File: src/hw/rtl/adcfir_pkg.sv
// Package with the shared constants, types and coefficient table of the ADC FIR filter.
`timescale 1ns / 1ps

package adcfir_pkg;

  // Filter geometry.
  localparam int TAP_COUNT  = 121;
  localparam int HIST_DEPTH = TAP_COUNT - 1;
  localparam int HALF_TAPS  = (TAP_COUNT + 1) / 2;
  localparam int TAP_W      = $clog2(TAP_COUNT);
  localparam int PTR_W      = $clog2(HIST_DEPTH);
  localparam int IDX_W      = $clog2(HALF_TAPS);

  // Data widths.
  localparam int CODE_W    = 12;
  localparam int SAMPLE_W  = CODE_W + 1;
  localparam int COEF_BITS = 18;
  localparam int PROD_W    = SAMPLE_W + COEF_BITS;
  localparam int ACC_W     = PROD_W + TAP_W;
  localparam int OUT_W     = 20;

  // Output rounding: the sum carries 11 + (COEF_BITS - 1) fraction bits, the result 16.
  localparam int RND_SHIFT = COEF_BITS - 6;
  localparam logic signed [ACC_W-1:0] RND_HALF = ACC_W'(2 ** (RND_SHIFT - 1));
  localparam logic signed [ACC_W-1:0] OUT_MAX  = ACC_W'((2 ** (OUT_W - 1)) - 1);
  localparam logic signed [ACC_W-1:0] OUT_MIN  = -ACC_W'(2 ** (OUT_W - 1));

  // Reset value of the offset register.
  localparam logic [CODE_W-1:0] DC_OFFSET_RESET = CODE_W'(2 ** (CODE_W - 1));

  // Rescaling of the stored Q0.17 taps to COEF_BITS.
  localparam int COEF_UP  = (COEF_BITS >= 18) ? COEF_BITS - 18 : 0;
  localparam int COEF_DN  = (COEF_BITS < 18) ? 18 - COEF_BITS : 0;
  localparam int COEF_RND = (2 ** COEF_DN) / 2;

  // Q0.17 taps c[0]..c[60]; the filter is symmetric, c[120-k] equals c[k].
  localparam int ROM_Q17 [HALF_TAPS] = '{
    530, -48, -145, -311, -534, -770, -942, -962, -767, -345,
    240, 865, 1378, 1649, 1609, 1273, 733, 133, -379, -689,
    -749, -587, -301, -26, 101, -14, -388, -947, -1536, -1958,
    -2036, -1669, -881, 177, 1256, 2085, 2455, 2292, 1690, 891,
    208, -70, 210, 1006, 2061, 2966, 3268, 2608, 846, -1858,
    -5039, -8013, -10023, -10430, -8885, -5452, -634, 4717, 9570, 12951,
    14161
  };

  // Sequencer states.
  typedef enum logic [2:0] {
    ST_IDLE,
    ST_MAC,
    ST_DRAIN,
    ST_ROUND,
    ST_EMIT
  } fir_state_t;

  // Coefficient for tap k, folded onto the stored half of the table.
  function automatic logic signed [COEF_BITS-1:0] coef_at(input logic [TAP_W-1:0] tap);
    logic [IDX_W-1:0] idx;
    int q;
    int r;
    if (int'(tap) < HALF_TAPS) begin
      idx = IDX_W'(tap);
    end else begin
      idx = IDX_W'(HIST_DEPTH - int'(tap));
    end
    if (int'(idx) >= HALF_TAPS) begin
      idx = '0;
    end
    q = ROM_Q17[idx];
    r = ((q <<< COEF_UP) + COEF_RND) >>> COEF_DN;
    return COEF_BITS'(r);
  endfunction

endpackage

File: src/hw/rtl/adc_fir_filter_121_tap_unit.sv
// Top level of the 121-tap FIR filter for a 12-bit ADC sample stream.
//
// Input channel: raw_sample with in_valid; the block drives in_stall. A sample
// transfers at a clock edge with in_valid high and in_stall low.
// Output channel: filtered_value with out_valid; the receiver drives out_stall.
// A result transfers at a clock edge with out_valid high and out_stall low.
// Configuration: cfg_valid, cfg_ready and dc_offset write the offset register;
// cfg_ready is always high. Write it only while the filter is idle.
// Each sample passes through one shared 13 x 18 multiply-accumulate unit, one
// tap per cycle, fed from a 120-entry history RAM with a registered read.
// out_valid rises once a transferred sample has passed the tap walk over all
// 121 taps, the drain of the read, multiply and accumulate stages, the
// rounding state and the output state. in_stall is high all that time and low
// only in the idle state, so no new sample transfers before the last result is
// loaded. The result waits in an output register; if the receiver stalls, the
// block waits in the output state with the finished result before loading it.
// Reset (rst, synchronous) clears the history valid bits, so the delay line
// reads as zeros, sets the write pointer to zero and offset to 2048.
`timescale 1ns / 1ps

module adc_fir_filter_121_tap_unit (
  input  logic                                       clk,
  input  logic                                       rst,
  input  logic                                       in_valid,
  output logic                                       in_stall,
  input  logic [adcfir_pkg::CODE_W-1:0]              raw_sample,
  output logic                                       out_valid,
  input  logic                                       out_stall,
  output logic signed [adcfir_pkg::OUT_W-1:0]        filtered_value,
  input  logic                                       cfg_valid,
  output logic                                       cfg_ready,
  input  logic [adcfir_pkg::CODE_W-1:0]              dc_offset
);

  import adcfir_pkg::*;

  fir_state_t state;
  fir_state_t state_next;

  logic [CODE_W-1:0]            offset;
  logic signed [SAMPLE_W-1:0]   x;
  logic [PTR_W-1:0]             wp;
  logic [PTR_W-1:0]             rd_ptr;
  logic [TAP_W-1:0]             tap;
  logic [HIST_DEPTH-1:0]        hist_vld;

  logic                         s1_vld;
  logic                         s1_hist;
  logic                         s1_fill;
  logic signed [COEF_BITS-1:0]  s1_coef;
  logic                         p_vld;
  logic signed [PROD_W-1:0]     prod;
  logic signed [ACC_W-1:0]      acc;
  logic signed [ACC_W-1:0]      y_rnd;

  logic [SAMPLE_W-1:0]          ram_rdata;
  logic signed [SAMPLE_W-1:0]   mac_sample;
  logic signed [OUT_W-1:0]      y_sat;

  logic                         in_accept;
  logic                         mac_issue;
  logic                         hist_we;
  logic                         out_load;

  assign cfg_ready = 1'b1;
  assign in_accept = in_valid && !in_stall;

  // Offset register.
  always_ff @(posedge clk) begin
    if (rst) begin
      offset <= DC_OFFSET_RESET;
    end else if (cfg_valid && cfg_ready) begin
      offset <= dc_offset;
    end
  end

  // Next-state logic of the sequencer.
  always_comb begin
    state_next = state;
    unique case (state)
      ST_IDLE: begin
        if (in_valid) state_next = ST_MAC;
      end
      ST_MAC: begin
        if (tap == TAP_W'(TAP_COUNT - 1)) state_next = ST_DRAIN;
      end
      ST_DRAIN: begin
        if (!s1_vld && !p_vld) state_next = ST_ROUND;
      end
      ST_ROUND: begin
        state_next = ST_EMIT;
      end
      ST_EMIT: begin
        if (!out_valid || !out_stall) state_next = ST_IDLE;
      end
      default: begin
        state_next = ST_IDLE;
      end
    endcase
  end

  // Control outputs of the sequencer.
  always_comb begin
    in_stall  = (state != ST_IDLE);
    mac_issue = (state == ST_MAC);
    hist_we   = (state == ST_ROUND);
    out_load  = (state == ST_EMIT) && (!out_valid || !out_stall);
  end

  always_ff @(posedge clk) begin
    if (rst) begin
      state <= ST_IDLE;
    end else begin
      state <= state_next;
    end
  end

  // Capture the offset-corrected sample and set up the tap walk.
  always_ff @(posedge clk) begin
    if (in_accept) begin
      x <= SAMPLE_W'({1'b0, raw_sample}) - SAMPLE_W'({1'b0, offset});
    end
  end

  always_ff @(posedge clk) begin
    if (rst) begin
      tap <= '0;
    end else if (in_accept) begin
      tap <= '0;
    end else if (mac_issue) begin
      tap <= tap + TAP_W'(1);
    end
  end

  // Read pointer walks backward from the newest stored sample.
  always_ff @(posedge clk) begin
    if (in_accept) begin
      rd_ptr <= (wp == '0) ? PTR_W'(HIST_DEPTH - 1) : wp - PTR_W'(1);
    end else if (mac_issue && tap != '0) begin
      rd_ptr <= (rd_ptr == '0) ? PTR_W'(HIST_DEPTH - 1) : rd_ptr - PTR_W'(1);
    end
  end

  // History RAM; entries never written read as zero through the valid bits.
  adcfir_ram #(
    .WIDTH(SAMPLE_W),
    .DEPTH(HIST_DEPTH)
  ) u_hist (
    .clk  (clk),
    .we   (hist_we),
    .waddr(wp),
    .wdata(x),
    .raddr(rd_ptr),
    .rdata(ram_rdata)
  );

  always_ff @(posedge clk) begin
    if (rst) begin
      hist_vld <= '0;
      wp       <= '0;
    end else if (hist_we) begin
      hist_vld[wp] <= 1'b1;
      wp           <= (wp == PTR_W'(HIST_DEPTH - 1)) ? '0 : wp + PTR_W'(1);
    end
  end

  // First stage: coefficient lookup alongside the RAM read.
  always_ff @(posedge clk) begin
    if (rst) begin
      s1_vld <= 1'b0;
    end else begin
      s1_vld <= mac_issue;
    end
  end

  always_ff @(posedge clk) begin
    if (mac_issue) begin
      s1_hist <= (tap != '0);
      s1_fill <= hist_vld[rd_ptr];
      s1_coef <= coef_at(tap);
    end
  end

  // Second stage: the shared multiplier.
  always_comb begin
    if (!s1_hist) begin
      mac_sample = x;
    end else if (s1_fill) begin
      mac_sample = $signed(ram_rdata);
    end else begin
      mac_sample = '0;
    end
  end

  always_ff @(posedge clk) begin
    if (rst) begin
      p_vld <= 1'b0;
    end else begin
      p_vld <= s1_vld;
    end
  end

  always_ff @(posedge clk) begin
    if (s1_vld) begin
      prod <= PROD_W'(mac_sample * s1_coef);
    end
  end

  // Accumulator, cleared with each new sample.
  always_ff @(posedge clk) begin
    if (in_accept) begin
      acc <= '0;
    end else if (p_vld) begin
      acc <= acc + ACC_W'(prod);
    end
  end

  // Round half up to 2^-16 units.
  always_ff @(posedge clk) begin
    if (hist_we) begin
      y_rnd <= (acc + RND_HALF) >>> RND_SHIFT;
    end
  end

  // Saturate to the output range.
  always_comb begin
    if (y_rnd > OUT_MAX) begin
      y_sat = OUT_W'(OUT_MAX);
    end else if (y_rnd < OUT_MIN) begin
      y_sat = OUT_W'(OUT_MIN);
    end else begin
      y_sat = OUT_W'(y_rnd);
    end
  end

  // Output register.
  always_ff @(posedge clk) begin
    if (rst) begin
      out_valid <= 1'b0;
    end else if (out_load) begin
      out_valid <= 1'b1;
    end else if (!out_stall) begin
      out_valid <= 1'b0;
    end
  end

  always_ff @(posedge clk) begin
    if (out_load) begin
      filtered_value <= y_sat;
    end
  end

  // The write pointer never leaves the history range.
  a_wp_range: assert property (@(posedge clk) disable iff (rst)
    int'(wp) < HIST_DEPTH)
    else $error("write pointer out of range");

  // The multiply pipeline is empty by the time the sum is rounded.
  a_drain_done: assert property (@(posedge clk) disable iff (rst)
    (state == ST_ROUND) |-> (!s1_vld && !p_vld))
    else $error("pipeline busy at rounding");

  // An accepted sample starts the tap walk at tap zero.
  a_start_walk: assert property (@(posedge clk) disable iff (rst)
    in_accept |=> (state == ST_MAC && tap == '0))
    else $error("tap walk did not start");

  // A new result is loaded only from the output state.
  a_load_src: assert property (@(posedge clk) disable iff (rst)
    $rose(out_valid) |-> ($past(state) == ST_EMIT))
    else $error("result loaded outside output state");

endmodule

File: src/hw/rtl/adcfir_ram.sv
// Generic single-write, single-read RAM with a registered read port.
`timescale 1ns / 1ps

module adcfir_ram #(
  parameter int WIDTH = 8,
  parameter int DEPTH = 16
) (
  input  logic                     clk,
  input  logic                     we,
  input  logic [$clog2(DEPTH)-1:0] waddr,
  input  logic [WIDTH-1:0]         wdata,
  input  logic [$clog2(DEPTH)-1:0] raddr,
  output logic [WIDTH-1:0]         rdata
);

  logic [WIDTH-1:0] mem [DEPTH];

  // Write port and registered read port.
  always_ff @(posedge clk) begin
    if (we) begin
      mem[waddr] <= wdata;
    end
    rdata <= mem[raddr];
  end

endmodule

File: config.mk
export PLATFORM = sky130hd
export DESIGN_NAME = adc_fir_filter_121_tap_unit
export DESIGN_NICKNAME = d
export VERILOG_FILES = /design/src/hw/rtl/adcfir_pkg.sv /design/src/hw/rtl/adc_fir_filter_121_tap_unit.sv /design/src/hw/rtl/adcfir_ram.sv
export SDC_FILE = /design/constraint.sdc
export NUM_CORES = 2
export LEC_CHECK = 0
export ABC_AREA = 0
export BUFFER_PORTS_ARGS = -buffer_cell sky130_fd_sc_hd__buf_2
export CAP_MARGIN = 20
export CORE_MARGIN = 2
export CORE_UTILIZATION = 55
export DETAILED_ROUTE_END_ITERATION = 8
export GPL_TIMING_DRIVEN = 0
export PLACE_DENSITY = 0.71
export RECOVER_POWER = 100
export SLEW_MARGIN = 10
export SYNTH_ARGS = -nofsm -noshare
export SYNTH_HDL_FRONTEND = slang
export SYNTH_SLANG_ARGS = --single-unit
File: constraint.sdc
create_clock -name clk -period 18 [get_ports clk]
set_input_delay 2.7 -clock clk [delete_from_list [all_inputs] [get_ports clk]]
set_output_delay 2.7 -clock clk [all_outputs]
set_load 0.005 [all_outputs]
-- Word level (Yosys, flattened, before mapping)
Memories as Yosys holds them, arrays and structs flattened. A register that Yosys moved wholly into a read port is not among the register bits.
Index checks and enable logic that the tools add are counted.
- equality and inequality tests: 11
- order comparisons: 7
- $add $sub $neg: 8
- multiplexer cells: 25
- bitwise operators: 2
- $mul: 1
- reduce and logical (&&, ||, !) cells: 19
- operator list (operator ; count):
    OR 120 bit ; 1
    adder 38 x 13 -> 38 bit (second input constant) ; 1
    adder 38 x 31 -> 38 bit ; 1
    two-way mux 7 bit ; 5
    multiplier 13 x 18 -> 31 bit ; 1
    greater-than comparator 26 x 20 -> 1 bit (second input constant) ; 1
    < comparator 26 x 20 -> 1 bit (second input constant) ; 1
    two-way mux 13 bit ; 2
    two-way mux 6 bit ; 4
    two-way mux 20 bit ; 1
    < comparator 7 x 8 -> 1 bit (second input constant) ; 2
    case mux 3 bit (5 select lines) ; 1
    adder 7 x 1 -> 7 bit (second input constant) ; 2
    equality test 7 bit (second input constant) ; 2
    zero test 7 bit ; 2
    subtractor 7 x 1 -> 7 bit (second input constant) ; 2
    subtractor 12 x 12 -> 13 bit ; 1
    two-way mux 3 bit ; 4
    binary-select mux 1 bit (select 7 bit) ; 1
    demux 1 bit (select 7 bit) ; 1
    greater-or-equal comparator 7 x 1 -> 1 bit (second input constant) ; 1
    < comparator 7 x 6 -> 1 bit (second input constant) ; 1
    NOT 6 -> 7 bit ; 1
    nonzero test 7 bit ; 1
    other kinds (16) ; 33
- memory bits (read-only): 2048
- output and inout bits: 23
- bits in registers: 289
- memories: 2
- RAM bits: 1560
- logic and storage cells: 91
- memories (memory ; depth ; width ; rd ports ; clocked after Yosys merged registers in ; wr ports ; RTL line ; source):
    (no name shown) ; 64 ; 32 ; 1 ; 1 ; 0 ; adcfir_pkg.sv:69 ; q = ROM_Q17[idx];
    u_hist.mem ; 120 ; 13 ; 1 ; 1 ; 1 ; adcfir_ram.sv:16 ; logic [WIDTH-1:0] mem [DEPTH];

-- Depth between registers and ports, before layout
- depth after elaboration: 7
- gate-level depth with buffers: 27

-- Cells and area by module
Synthesis repeated with hierarchy kept, for this count alone.
- cells, all modules: 5405
- area, all modules: 84785.1 um^2
- modules (own cells, without submodules) (module ; area an instance (um^2) ; seq. area each (um^2) ; times used ; cells each):
    adcfir_ram ; 61380.1 ; 47105.2 ; 1 ; 2904
    adc_fir_filter_121_tap_unit ; 23404.9 ; 7226.9 ; 1 ; 2501

-- Worst setup path before layout
Ideal clock, no wire load.
- path kind: flip-flop to flip-flop
- start point: register x[4]
- end point: register prod[30], data pin
- library setup time: 260 ps
- clock period less this slack: 7644 ps
- stages on the path, launching flop included: 24
- setup slack: 10356 ps
- arrival time: 7385 ps
- path through: edfxtp_1 -> inv_1 -> o21ai_0 -> clkbuf_1 -> nand2_1 -> fa_1 -> fa_1 -> inv_1 -> fa_1 -> fa_1 -> fa_1 -> inv_1 -> fa_1 -> inv_1 -> ha_1 -> nand2_1 -> o21ai_0 -> nor3_1 -> o21a_1 -> o21ai_1 -> a2111oi_0 -> o31ai_1 -> a21oi_1 -> xnor2_1
- cells in the longest elaborated chain, start to end: 2
- ends and longest elaborated chain (what ; RTL line ; source):
    start, declared ; adc_fir_filter_121_tap_unit.sv:41 ; logic signed [SAMPLE_W-1:0] x;
    start signal, assigned ; adc_fir_filter_121_tap_unit.sv:121 ; x <= SAMPLE_W'({1'b0, raw_sample}) - SAMPLE_W'({1'b0, offset});
    two-way mux 13 bit ; adc_fir_filter_121_tap_unit.sv:186 ; if (!s1_hist) begin
    multiplier 13 x 18 -> 31 bit ; adc_fir_filter_121_tap_unit.sv:205 ; prod <= PROD_W'(mac_sample * s1_coef);
    end signal, assigned ; adc_fir_filter_121_tap_unit.sv:205 ;
    end, declared ; adc_fir_filter_121_tap_unit.sv:52 ; logic signed [PROD_W-1:0] prod;
No other way between the ends.
A chain may end at the register's enable or synchronous reset.

-- Worst setup path in the final report
- start point: register x[7]
- end point: register prod[30], data pin
The elaborated chain is that of the path after synthesis.

==> flow_metrics.env <==
export IMPL_min_delay_start="hist_vld[105]$_SDFFE_PP0P_"
export IMPL_ys_seq_area_frac=0.653
export IMPL_worstPathMaxFanout=25
export IMPL_grt_pass1_vias=47200
export IMPL_syn2layout_area_growth_pct=11.3
export IMPL_cts_setup_buffers=0
export IMPL_drv_slew=228
export IMPL_arrival_ps=11030
export IMPL_slew_headroom=-0.729
export IMPL_worst_path_dominant_cell_family="buffers and inverters"
export IMPL_grt_start_max_net_pins=34
export IMPL_skew_ps=47.0
export IMPL_initial_core_util=0.554
export IMPL_grt_usage=0.318
export IMPL_yosys_cell_types_count=82
export IMPL_p_total_uw=19000
export IMPL_clockBufferDepth=3
export IMPL_clockRootBuffer="clkbuf_16"
export IMPL_synth_edf_count=1674
export IMPL_layout_common_cells="1674 x edfxtp_1, 524 x mux4_2, 414 x clkbuf_1, 294 x nor2_1, 246 x inv_1"
export IMPL_startpoint_type="flip-flop"
export IMPL_overflow=0
export IMPL_hold_class="flip-flop to flip-flop"
export IMPL_synth_async_reset_ratio=0
export IMPL_synth_nets=5176
export IMPL_r2r_start="x[7]$_DFFE_PP_"
export IMPL_yosysWarningCount=0
export IMPL_antenna_found_initial=15
export IMPL_period_needed_ps=10440
export IMPL_setup_viol=0
export IMPL_ir_drop_mv=0.540
export IMPL_period_share=0.580
export IMPL_drt_iter0_drc=7466
export IMPL_io_buffers=48
export IMPL_synth_seq_cells=1877
export IMPL_grt_pass1_wl_um=343000
export IMPL_fp_dieH_um=393
export IMPL_fin_tns_setup_ps=0
export IMPL_vias_per_cell=6.54
export IMPL_crit_start="x[7]$_DFFE_PP_"
export IMPL_synthFlopType="edfxtp_1"
export IMPL_die_area_um2=154000
export IMPL_p_leak_uw=0.0314
export IMPL_wl_per_cell_um=32.6
export IMPL_nets=5614
export IMPL_layout_setup_ws_ps=7560
export IMPL_htreeDepth=4
export IMPL_dr_total_vias=48600
export IMPL_cts_tree="built"
export IMPL_first_pass_iters=6
export IMPL_syn_inst=4812
export IMPL_drv_cap=14
export IMPL_critPathCaptureType="flip-flop"
export IMPL_cts_buffers=183
export IMPL_status="complete, but fails checks"
export IMPL_chipWidth_um=393
export IMPL_rows=142
export IMPL_io_pins=52
export IMPL_hold_viol=0
export IMPL_syn_avg_cell_area_um2=17.3
export IMPL_pre_cts_slack_ps=9700
export IMPL_worstPathRequired_ps=18580
export IMPL_final_common_cell="edfxtp_1"
export IMPL_tightest_slew_ps=2580
export IMPL_failed_checks="max-capacitance violations, max-slew violations"
export IMPL_fp_coreArea_um2=150000
export IMPL_fmax_mhz=95.8
export IMPL_clkTransAtPathRegs_ps=60
export IMPL_ant_nets=0
export IMPL_drive_gt1_frac=0.171
export IMPL_clock_latency_ps=830
export IMPL_slowest_stage="clkbuf_1"
export IMPL_critPathKind="flip-flop to flip-flop"
export IMPL_path_buf_inv=8
export IMPL_drc=0
export IMPL_hpwl_um=173000
export IMPL_cpPeakStageDelay_ps=950
export IMPL_post_cts_resized=0
export IMPL_rsz0062_at_grt="no"
export IMPL_hold_buffers=0
export IMPL_wl_um=242000
export IMPL_finalWeightedCongestion=1.05
export IMPL_p_per_area_nw_per_um2=205
export IMPL_cts_sinks=1877
export IMPL_cp_common_cell="fa_1"
export IMPL_syn_cell_area_um2=83200
==> Yosys cell counts, drive strengths merged, types with 43 or more instances <==
| master | number | area (um^2) |
|---|---|---|
| a21oi | 117 | 586 |
| buf | 94 | 504 |
| clkbuf | 154 | 578 |
| dfxtp | 203 | 4060 |
| edfxtp | 1674 | 50300 |
| fa | 195 | 3900 |
| ha | 140 | 1750 |
| inv | 247 | 927 |
| mux2i | 63 | 631 |
| mux4 | 524 | 11800 |
| nand2 | 227 | 852 |
| nand3 | 43 | 215 |
| nor2 | 295 | 1120 |
| nor2b | 91 | 569 |
| o21a | 147 | 1100 |
| o21ai | 99 | 495 |
| xnor2 | 74 | 656 |
==> layout make-up <==
cell class                      instances  area [um^2]
Clock buffer                          238         4910
Antenna cell                            4         10.0
Tap cell                             2016         2520
Fill cell                           10700        57500
Buffer                                248         1080
Multi-Input combinational cell       2438        26900
Inverter                              249          935
Timing Repair Buffer                  253         1150
Sequential cell                      1877        54300
Clock inverter                        103          808
==> metal layers <==
layer	vias to the layer above	global-route usage	wire [um]
met2	3522	0.467	106000
li1	19500	-	-
met1	24900	0.455	90600
met3	568	0.0973	34700
met5	-	0	57
met4	8	0.112	10300
==> final timing paths <==
kind | to | depth (start not counted) | slack [ps]
max | prod[30]$_DFFE_PP_ | 26 | 7560
min | hist_vld[105]$_SDFFE_PP0P_ | 1 | 460
max reg2reg | prod[30]$_DFFE_PP_ | 26 | 7560
min reg2reg | hist_vld[105]$_SDFFE_PP0P_ | 1 | 460
==> flip-flops by register name, summed over array words and instances, names as in the netlist, 13 cells and up <==
register	cells
acc	38
filtered_value	20
hist_vld	120
prod	31
s1_coef	15
u_hist.mem	1560
u_hist.rdata	13
x	13
y_rnd	26
==> power by group <==
part	switching, uW	internal, uW
sequential	94.5	5440
clock	1650	2030
combinational	5650	4120
total	7400	11600
==> cell families (layout without fill, tap and decap cells) <==
| logic type | after synthesis | in the layout | share of synthesized area |
|---|---|---|---|
| AOI/OAI and AO/OA | 564 | 564 | 0.0455 |
| xor gates and xnor gates | 113 | 113 | 0.0120 |
| adders and majority gates | 335 | 335 | 0.0679 |
| buffers and inverters | 497 | 1091 | 0.0242 |
| DFF | 1877 | 1877 | 0.653 |
| muxes | 609 | 609 | 0.152 |
| other | 1 | 5 | 0.0000451 |
| and+or+nand+nor | 816 | 816 | 0.0452 |
==> per-stage QoR <==
stage	hold WS, ps	instance area [um^2]	std cells	util
4_1_cts	463	95500	7419	0.636
6_report	464	92600	7426	0.617
3_5_place_dp	449	89800	7078	0.598
3_3_place_gp	440	86000	6876	0.573
2_1_floorplan	435	83200	4812	-
5_1_grt	469	92600	7422	0.617
(Power assumes the default switching activity.)
